==> src/design/lesm_pkg.sv <==
// Shared types and constants for the log entry signature matcher.
// Holds the signature list, field and reason codes. No dependencies.
package lesm_pkg;

   localparam int WIN_DEPTH = 11;
   localparam int VIEW_LEN = WIN_DEPTH + 1;
   localparam int VIEW_BITS = 8 * VIEW_LEN;
   localparam int URL_LEN_BITS = 16;
   localparam int CSR_ADDR_BITS = 3;

   typedef logic [VIEW_BITS-1:0] view_type;

   // Field tags of the request stream
   localparam logic [1:0] FIELD_URL = 2'd0;
   localparam logic [1:0] FIELD_AGENT = 2'd1;
   localparam logic [1:0] FIELD_METHOD = 2'd2;
   localparam logic [1:0] FIELD_NONE = 2'd3;

   // Hit flag bit positions
   localparam int HIT_SQL = 0;
   localparam int HIT_TRAVERSAL = 1;
   localparam int HIT_AGENT = 2;
   localparam int HIT_METHOD = 3;
   localparam int HIT_COUNT = 4;

   typedef logic [HIT_COUNT-1:0] hit_type;

   typedef enum logic [2:0] {
      REASON_NONE = 3'd0,
      REASON_SQL = 3'd1,
      REASON_TRAVERSAL = 3'd2,
      REASON_AGENT = 3'd3,
      REASON_METHOD = 3'd4,
      REASON_LONG_URL = 3'd5
   } reason_type;

   // Register word index
   localparam logic CSR_MAX_URL_LENGTH = 1'b0;
   localparam logic [15:0] MAX_URL_LENGTH_RESET = 16'd512;

   // Text is right aligned: last character in the low byte, matching the view
   typedef struct packed {
      logic [VIEW_BITS-1:0] text;
      logic [3:0] len;
      logic [1:0] flag;
      logic [1:0] field;
   } sig_type;

   localparam int SIG_COUNT = 27;

   localparam sig_type SIG_TABLE [SIG_COUNT] = '{
      '{"' OR ", 4'd5, 2'd0, FIELD_URL},
      '{"' or ", 4'd5, 2'd0, FIELD_URL},
      '{"1=1", 4'd3, 2'd0, FIELD_URL},
      '{"OR 1=1", 4'd6, 2'd0, FIELD_URL},
      '{"UNION SELECT", 4'd12, 2'd0, FIELD_URL},
      '{"union select", 4'd12, 2'd0, FIELD_URL},
      '{"DROP TABLE", 4'd10, 2'd0, FIELD_URL},
      '{"drop table", 4'd10, 2'd0, FIELD_URL},
      '{"--", 4'd2, 2'd0, FIELD_URL},
      '{";--", 4'd3, 2'd0, FIELD_URL},
      '{"xp_", 4'd3, 2'd0, FIELD_URL},
      '{"../", 4'd3, 2'd1, FIELD_URL},
      '{"..\\", 4'd3, 2'd1, FIELD_URL},
      '{"%2e%2e%2f", 4'd9, 2'd1, FIELD_URL},
      '{"%252e%252e", 4'd10, 2'd1, FIELD_URL},
      '{"sqlmap", 4'd6, 2'd2, FIELD_AGENT},
      '{"nikto", 4'd5, 2'd2, FIELD_AGENT},
      '{"nmap", 4'd4, 2'd2, FIELD_AGENT},
      '{"masscan", 4'd7, 2'd2, FIELD_AGENT},
      '{"zgrab", 4'd5, 2'd2, FIELD_AGENT},
      '{"dirbuster", 4'd9, 2'd2, FIELD_AGENT},
      '{"nuclei", 4'd6, 2'd2, FIELD_AGENT},
      '{"acunetix", 4'd8, 2'd2, FIELD_AGENT},
      '{"burpsuite", 4'd9, 2'd2, FIELD_AGENT},
      '{"TRACE", 4'd5, 2'd3, FIELD_METHOD},
      '{"TRACK", 4'd5, 2'd3, FIELD_METHOD},
      '{"DEBUG", 4'd5, 2'd3, FIELD_METHOD}
   };

endpackage

==> src/design/lesm_matcher.sv <==
// Parallel suffix compare of the byte view against every signature.
// Depends on lesm_pkg for the signature list and field codes.
module lesm_matcher
   import lesm_pkg::*;
(
   input  view_type   view,
   input  logic [1:0] mode,
   output hit_type    hits
);

   logic [SIG_COUNT-1:0] sig_hit;

   for (genvar i = 0; i < SIG_COUNT; i++) begin : g_sig
      localparam int LEN = int'(SIG_TABLE[i].len);
      localparam view_type MASK = {VIEW_BITS{1'b1}} >> (VIEW_BITS - 8 * LEN);
      assign sig_hit[i] = (mode == SIG_TABLE[i].field)
                          && (((view ^ SIG_TABLE[i].text) & MASK) == '0);
   end

   always_comb begin
      hits = '0;
      for (int i = 0; i < SIG_COUNT; i++) begin
         if (sig_hit[i]) begin
            hits[SIG_TABLE[i].flag] = 1'b1;
         end
      end
   end

endmodule

==> src/design/log_entry_signature_matcher_top.sv <==
// Top level of the log entry signature matcher: entry state, reason logic,
// output buffer and register port. Depends on lesm_pkg and lesm_matcher.
//
// One request is taken per clock cycle while req_stall is low. Each byte is
// compared in the same cycle against all signatures of its field over the last
// eleven bytes of that field plus itself, and the entry state (window, field,
// hit flags, URL count) updates at the accepting edge. A request with
// end_of_entry set yields one response through a result register backed by a
// one-entry skid stage, so requests keep flowing while a response waits;
// req_stall rises only when both are full.
module log_entry_signature_matcher_top
   import lesm_pkg::*;
#(
   parameter int LENGTH_COUNTER_BITS = 16
) (
   input  logic                     clock,
   input  logic                     reset,

   input  logic                     req_valid,
   output logic                     req_stall,
   input  logic [1:0]               req_mode,
   input  logic [7:0]               req_byte_value,
   input  logic                     req_has_byte,
   input  logic                     req_end_of_entry,

   output logic                     rsp_valid,
   input  logic                     rsp_stall,
   output logic [2:0]               rsp_reason,
   output logic [URL_LEN_BITS-1:0]  rsp_url_length,

   input  logic                     psel,
   input  logic                     penable,
   input  logic                     pwrite,
   input  logic [CSR_ADDR_BITS-1:0] paddr,
   input  logic [31:0]              pwdata,
   output logic [31:0]              prdata,
   output logic                     pready
);

   localparam int CMP_BITS = (LENGTH_COUNTER_BITS > URL_LEN_BITS) ?
                             LENGTH_COUNTER_BITS : URL_LEN_BITS;
   localparam logic [LENGTH_COUNTER_BITS-1:0] COUNT_MAX = '1;

   logic [7:0]                     byte_window_ff [WIN_DEPTH];
   logic [7:0]                     byte_window_in [WIN_DEPTH];
   logic [1:0]                     current_field_ff, current_field_in;
   hit_type                        hit_flags_ff, hit_flags_in;
   logic [LENGTH_COUNTER_BITS-1:0] url_count_ff, url_count_in;
   logic [15:0]                    max_url_length_ff;

   logic                           out_valid_ff, skid_valid_ff;
   reason_type                     out_reason_ff, skid_reason_ff;
   logic [URL_LEN_BITS-1:0]        out_length_ff, skid_length_ff;

   logic                           req_accept, take_byte, field_change, out_free;
   logic                           new_result;
   view_type                       view;
   hit_type                        hits, flags_after;
   logic [LENGTH_COUNTER_BITS-1:0] count_after;
   logic [CMP_BITS-1:0]            count_wide;
   reason_type                     new_reason;
   logic [URL_LEN_BITS-1:0]        new_length;

   assign req_stall = skid_valid_ff;
   assign req_accept = req_valid && !req_stall;
   assign take_byte = req_accept && req_has_byte && (req_mode != FIELD_NONE);
   assign field_change = req_mode != current_field_ff;

   // Newest byte in the low byte of the view
   always_comb begin
      for (int i = 0; i < WIN_DEPTH; i++) begin
         view[8*(VIEW_LEN-1-i) +: 8] = field_change ? 8'h00 : byte_window_ff[i];
      end
      view[7:0] = req_byte_value;
   end

   lesm_matcher u_matcher (
      .view (view),
      .mode (req_mode),
      .hits (hits)
   );

   always_comb begin
      flags_after = hit_flags_ff;
      count_after = url_count_ff;
      if (take_byte) begin
         flags_after = hit_flags_ff | hits;
         if (req_mode == FIELD_URL && url_count_ff != COUNT_MAX) begin
            count_after = url_count_ff + 1'b1;
         end
      end
   end

   assign count_wide = CMP_BITS'(count_after);
   assign new_length = (count_wide > CMP_BITS'(16'hFFFF)) ? 16'hFFFF :
                       count_wide[URL_LEN_BITS-1:0];

   always_comb begin
      if (flags_after[HIT_SQL]) begin
         new_reason = REASON_SQL;
      end else if (flags_after[HIT_TRAVERSAL]) begin
         new_reason = REASON_TRAVERSAL;
      end else if (flags_after[HIT_AGENT]) begin
         new_reason = REASON_AGENT;
      end else if (flags_after[HIT_METHOD]) begin
         new_reason = REASON_METHOD;
      end else if (count_wide > CMP_BITS'(max_url_length_ff)) begin
         new_reason = REASON_LONG_URL;
      end else begin
         new_reason = REASON_NONE;
      end
   end

   // Entry state next values; end of entry returns everything to reset
   always_comb begin
      byte_window_in = byte_window_ff;
      current_field_in = current_field_ff;
      if (take_byte) begin
         for (int i = 0; i < WIN_DEPTH; i++) begin
            byte_window_in[i] = view[8*(VIEW_LEN-2-i) +: 8];
         end
         current_field_in = req_mode;
      end
      hit_flags_in = flags_after;
      url_count_in = count_after;
      if (req_accept && req_end_of_entry) begin
         for (int i = 0; i < WIN_DEPTH; i++) begin
            byte_window_in[i] = 8'h00;
         end
         current_field_in = FIELD_URL;
         hit_flags_in = '0;
         url_count_in = '0;
      end
   end

   always_ff @(posedge clock) begin
      if (reset) begin
         for (int i = 0; i < WIN_DEPTH; i++) begin
            byte_window_ff[i] <= 8'h00;
         end
         current_field_ff <= FIELD_URL;
         hit_flags_ff <= '0;
         url_count_ff <= '0;
      end else if (req_accept) begin
         byte_window_ff <= byte_window_in;
         current_field_ff <= current_field_in;
         hit_flags_ff <= hit_flags_in;
         url_count_ff <= url_count_in;
      end
   end

   // Result register with skid stage
   assign new_result = req_accept && req_end_of_entry;
   assign out_free = !out_valid_ff || !rsp_stall;

   always_ff @(posedge clock) begin
      if (reset) begin
         out_valid_ff <= 1'b0;
         skid_valid_ff <= 1'b0;
      end else if (out_free) begin
         out_valid_ff <= skid_valid_ff || new_result;
         skid_valid_ff <= 1'b0;
      end else if (new_result) begin
         skid_valid_ff <= 1'b1;
      end
   end

   always_ff @(posedge clock) begin
      if (out_free) begin
         if (skid_valid_ff) begin
            out_reason_ff <= skid_reason_ff;
            out_length_ff <= skid_length_ff;
         end else begin
            out_reason_ff <= new_reason;
            out_length_ff <= new_length;
         end
      end else if (new_result) begin
         skid_reason_ff <= new_reason;
         skid_length_ff <= new_length;
      end
   end

   assign rsp_valid = out_valid_ff;
   assign rsp_reason = out_reason_ff;
   assign rsp_url_length = out_length_ff;

   // Register port
   assign pready = 1'b1;

   always_ff @(posedge clock) begin
      if (reset) begin
         max_url_length_ff <= MAX_URL_LENGTH_RESET;
      end else if (psel && penable && pwrite && pready
                   && paddr[2] == CSR_MAX_URL_LENGTH) begin
         max_url_length_ff <= pwdata[15:0];
      end
   end

   assign prdata = (paddr[2] == CSR_MAX_URL_LENGTH) ? {16'h0000, max_url_length_ff} : 32'h0;

endmodule
==> config.mk <==
export PLATFORM = sky130hd
export DESIGN_NAME = log_entry_signature_matcher_top
export DESIGN_NICKNAME = d
export VERILOG_FILES = /design/src/design/lesm_pkg.sv /design/src/design/lesm_matcher.sv /design/src/design/log_entry_signature_matcher_top.sv
export SDC_FILE = /design/constraint.sdc
export NUM_CORES = 1
export LEC_CHECK = 0
export BUFFER_PORTS_ARGS = -buffer_cell sky130_fd_sc_hd__buf_4
export CAP_MARGIN = 30
export CORE_MARGIN = 5
export CORE_UTILIZATION = 28
export DETAILED_ROUTE_END_ITERATION = 8
export HOLD_SLACK_MARGIN = 0.02
export PLACE_DENSITY = 0.44
export SETUP_SLACK_MARGIN = 0.3
export SYNTH_ARGS = -nofsm -noshare
export SYNTH_HDL_FRONTEND = slang
export SYNTH_SLANG_ARGS = --single-unit
export TNS_END_PERCENT = 30
==> constraint.sdc <==
create_clock -name clock -period 10.6 [get_ports clock]
set_clock_uncertainty 0.15 [all_clocks]
set_input_delay 1.59 -clock clock [delete_from_list [all_inputs] [get_ports clock]]
set_output_delay 1.59 -clock clock [all_outputs]
set_load 0.05 [all_outputs]
==> summary.txt <==
CTS clk-pin slew, worst paths = 0.08 ns
First-pass GRT wire length = 47700 um
Clock network power share = 44.9%
Die Y-Extent = 187 um
WL met1 = 15100 um
RSZ-0062 raised after global routing = false
Fmax = 194 MHz
Vias = 7805
WHS = 0.305 ns
Final hold vios = 0
Number of cell rows = 64
Reg power frac = 46.9%
CP arrival = 5.17 ns
Total GRT Usage = 17.5%
Synth Warn # = 0
Int Pwr = 1.00 mW
R2R Setup Slk = 6.21 ns
Vias per cell = 5.47
Switching Power = 0.401 mW
Area growth syn-to-layout = 15.3%
H-Tree Depth = 4
Io pins = 108
Synth Cell Area = 8790 um2
Post-CTS Setup Inserts = 0
Post-synth cell types = 72
Fill cell count = 3251
Hold crit path type = reg -> reg
Post-DRT Antenna Nets = 0
P_leak = 3.55 nW
Ys async rst share = 0%
Inserted Diodes = 0
Clock period minus worst slack = 5.15 ns
Worst path required time = 10.63 ns
Avg Cell Area, Syn = 8.93 um2
Crit Path Max Fanout = 9
Crit path capture type = register
Routability Congestion = 0.967
Number of global-route vias before repair = 7509
R2R Path Start = url_count_ff[7]
DRC errors left = 0
CTS max path bufs = 2
Post-synth top flop = dfxtp_1
Max_cap viols = 0
Slew Limit Headroom = 35.8%
Root buf cell = clkbuf_16
Starting DRC count in detailed routing = 786
Final worst-path cycle share = 48.5%
Logic pwr share = 8.2%
Layout cells sized above 1 = 15.3%
Met2 WL post-DR = 13800 um
EDFF count, synth = 38
CTS Hold Bufs = 0
Wire per inst = 21.9 um
Total CTS buffers = 17
PortBufs = 72
Post-Syn Instances = 984
Full die area = 35000 um2
CP startpoint = req_mode[1]
Final Setup Violations = 0
Pin count of the biggest net entering global routing = 56
Power Dens Cells = 138 nW/um2
Crit path launch type = input pin
Peak supply drop = 0.000116 V
Switching Share = 28.6%
TNS Setup = 0 ns
CTS tree = done
Clock latency on the worst-skew pair = 0.45 ns
Core area = 30800 um2
Drt total wl = 31200 um
Hold_sp = max_url_length_ff[5]
Highest metal used = met4
Slew @ Worst Pin = 0.951 ns
Seq/Total Area, Yosys = 42.1%
Fin. max-slew vios = 0
Met3 WL = 1780 um
Seq cells post-synth = 166
Starting density of the core = 28.5%
GR Overflow Total = 0
CTS sink cnt = 166
Initial antenna violation count = 0
HPWL after detailed placement = 22500 um
Die X = 187 um
Outcome = completed
Crit path kind = in -> reg
TritonRoute pass-1 iters = 5
Final Net Count = 1088
Cts repair resizes = 0
power by group through the flow:
stage               logic, mW  clock network [mW]  registers [mW]
floorplan              0.0683                   0           0.681
global placement        0.115                   0           0.672
detailed placement      0.114                   0           0.672
CTS                     0.115               0.651           0.657
global route            0.122               0.677           0.657
finish                  0.115               0.629           0.657
critical path, stage by stage:
cell and delay, ns:
buf_4 0.13, and4bb_4 0.36, and2b_4 0.23, o31a_1 0.35, and4_4 0.31, nand4_1 0.17
xnor2_1 0.51, ha_1 0.34, nand2_1 0.07, nor2_1 0.05, a211oi_1 0.20, o21a_1 0.14
a22o_1 0.22, nor2_1 0.08, o31ai_1 0.32, a21oi_1 0.11
worst paths after layout:
path                     endpoint  cells after the start
min reg2reg  max_url_length_ff[5]                      2
max reg2reg         rsp_reason[0]                     15
min          max_url_length_ff[5]                      2
max                 rsp_reason[0]                     16
cell usage after synthesis (4+ instances only):
| cell type | number | area, um2 |
|---|---|---|
| nand4b_1 | 13 | 114 |
| and4b_1 | 4 | 40.0 |
| or2_2 | 4 | 25.0 |
| nor3b_1 | 11 | 82.6 |
| nand2_1 | 88 | 330 |
| and4_1 | 7 | 61.3 |
| a31oi_1 | 4 | 25.0 |
| buf_4 | 20 | 150 |
| clkbuf_1 | 52 | 195 |
| a21oi_1 | 58 | 290 |
| nor4_1 | 25 | 156 |
| ha_1 | 17 | 213 |
| nand2b_1 | 7 | 43.8 |
| a21o_1 | 5 | 37.5 |
| a22oi_1 | 38 | 285 |
| inv_1 | 24 | 90.1 |
| buf_2 | 5 | 25.0 |
| buf_6 | 4 | 45.0 |
| nor3_1 | 35 | 175 |
| nand3_1 | 23 | 115 |
| nor2_1 | 108 | 405 |
| nor4bb_1 | 18 | 180 |
| xnor2_1 | 11 | 96.3 |
| nor2b_1 | 20 | 125 |
| or3_1 | 5 | 31.3 |
| nor4b_1 | 17 | 149 |
| mux2_2 | 17 | 191 |
| xor2_1 | 8 | 70.1 |
| edfxtp_1 | 38 | 1140 |
| a22o_1 | 43 | 377 |
| dfxtp_1 | 128 | 2560 |
| and3_1 | 7 | 43.8 |
| o21ai_0 | 11 | 55.1 |
| nand4_1 | 46 | 288 |
per-layer routing:
metal,vias to the layer above,GRT usage [%]
li1,3684,-
met1,3834,24.9
met2,249,26.3
met3,38,4.44
met4,0,4.66
met5,-,0
per-stage QoR:
| stage | utilization, % | instances | total power, mW | worst slack [ns] | instance area, um2 |
|---|---|---|---|---|---|
| after CTS | 32.9 | 1426 | 1.42 | 5.47 | 10100 |
| after global placement | 30.9 | 1394 | 0.786 | 4.99 | 9530 |
| final | 32.9 | 1426 | 1.40 | 5.45 | 10100 |
| after detailed placement | 30.9 | 1394 | 0.786 | 5.01 | 9530 |
| after floorplan | - | 999 | 0.749 | 6.01 | 8840 |
| after global routing | 32.9 | 1426 | 1.46 | 5.25 | 10100 |
cell families after synthesis:
| group | after synthesis | synth area share (%) |
|---|---|---|
| muxes | 18 | 2.29 |
| buffers and inverters | 109 | 6.25 |
| AOI/OAI and AO/OA | 184 | 14.7 |
| other | 2 | 0.0855 |
| and+or+nand+nor | 469 | 30.2 |
| adders and majority gates | 17 | 2.42 |
| xor gates and xnor gates | 19 | 1.89 |
| DFF | 166 | 42.1 |
cell usage in the layout, fill, tap and decap left out, drive strengths merged, types with 4 or more instances in the layout:
master	count
ha	17
nor4	25
nand2	88
mux2	17
nor4bb	18
dfxtp	128
buf	84
nor3b	11
and3	10
a211oi	4
a22oi	38
edfxtp	38
nor2b	21
and2	5
nand2b	7
nor2	108
xnor2	11
and4	10
inv	31
clkbuf	17
conb	17
nand4	46
or3	5
a31oi	4
nand4b	13
o21ai	12
clkinv	7
nor4b	17
nand3	23
and4b	4
or2	5
a22o	43
a21o	5
nor3	35
xor2	8
a21oi	58
registers in the layout, indices dropped and copies added (netlist names), 3 cells and up:
name	cells
rsp_url_length	16
rsp_reason	3
byte_window_ff	88
max_url_length_ff	16
skid_length_ff	16
url_count_ff	16
hit_flags_ff	4
skid_reason_ff	3
final cells by class:
type                       count  area [um2]  share of cell area (%)
tap                          396         495                    4.89
timing repair buffer          84         631                    6.22
sequential                   166        3700                    36.5
inverter                      24        90.1                   0.889
clock inverter                15         178                    1.75
clock buffer                  17         425                    4.20
multi-input combinational    724        4610                    45.5
No activity file was read; power rests on OpenSTA's default activity.
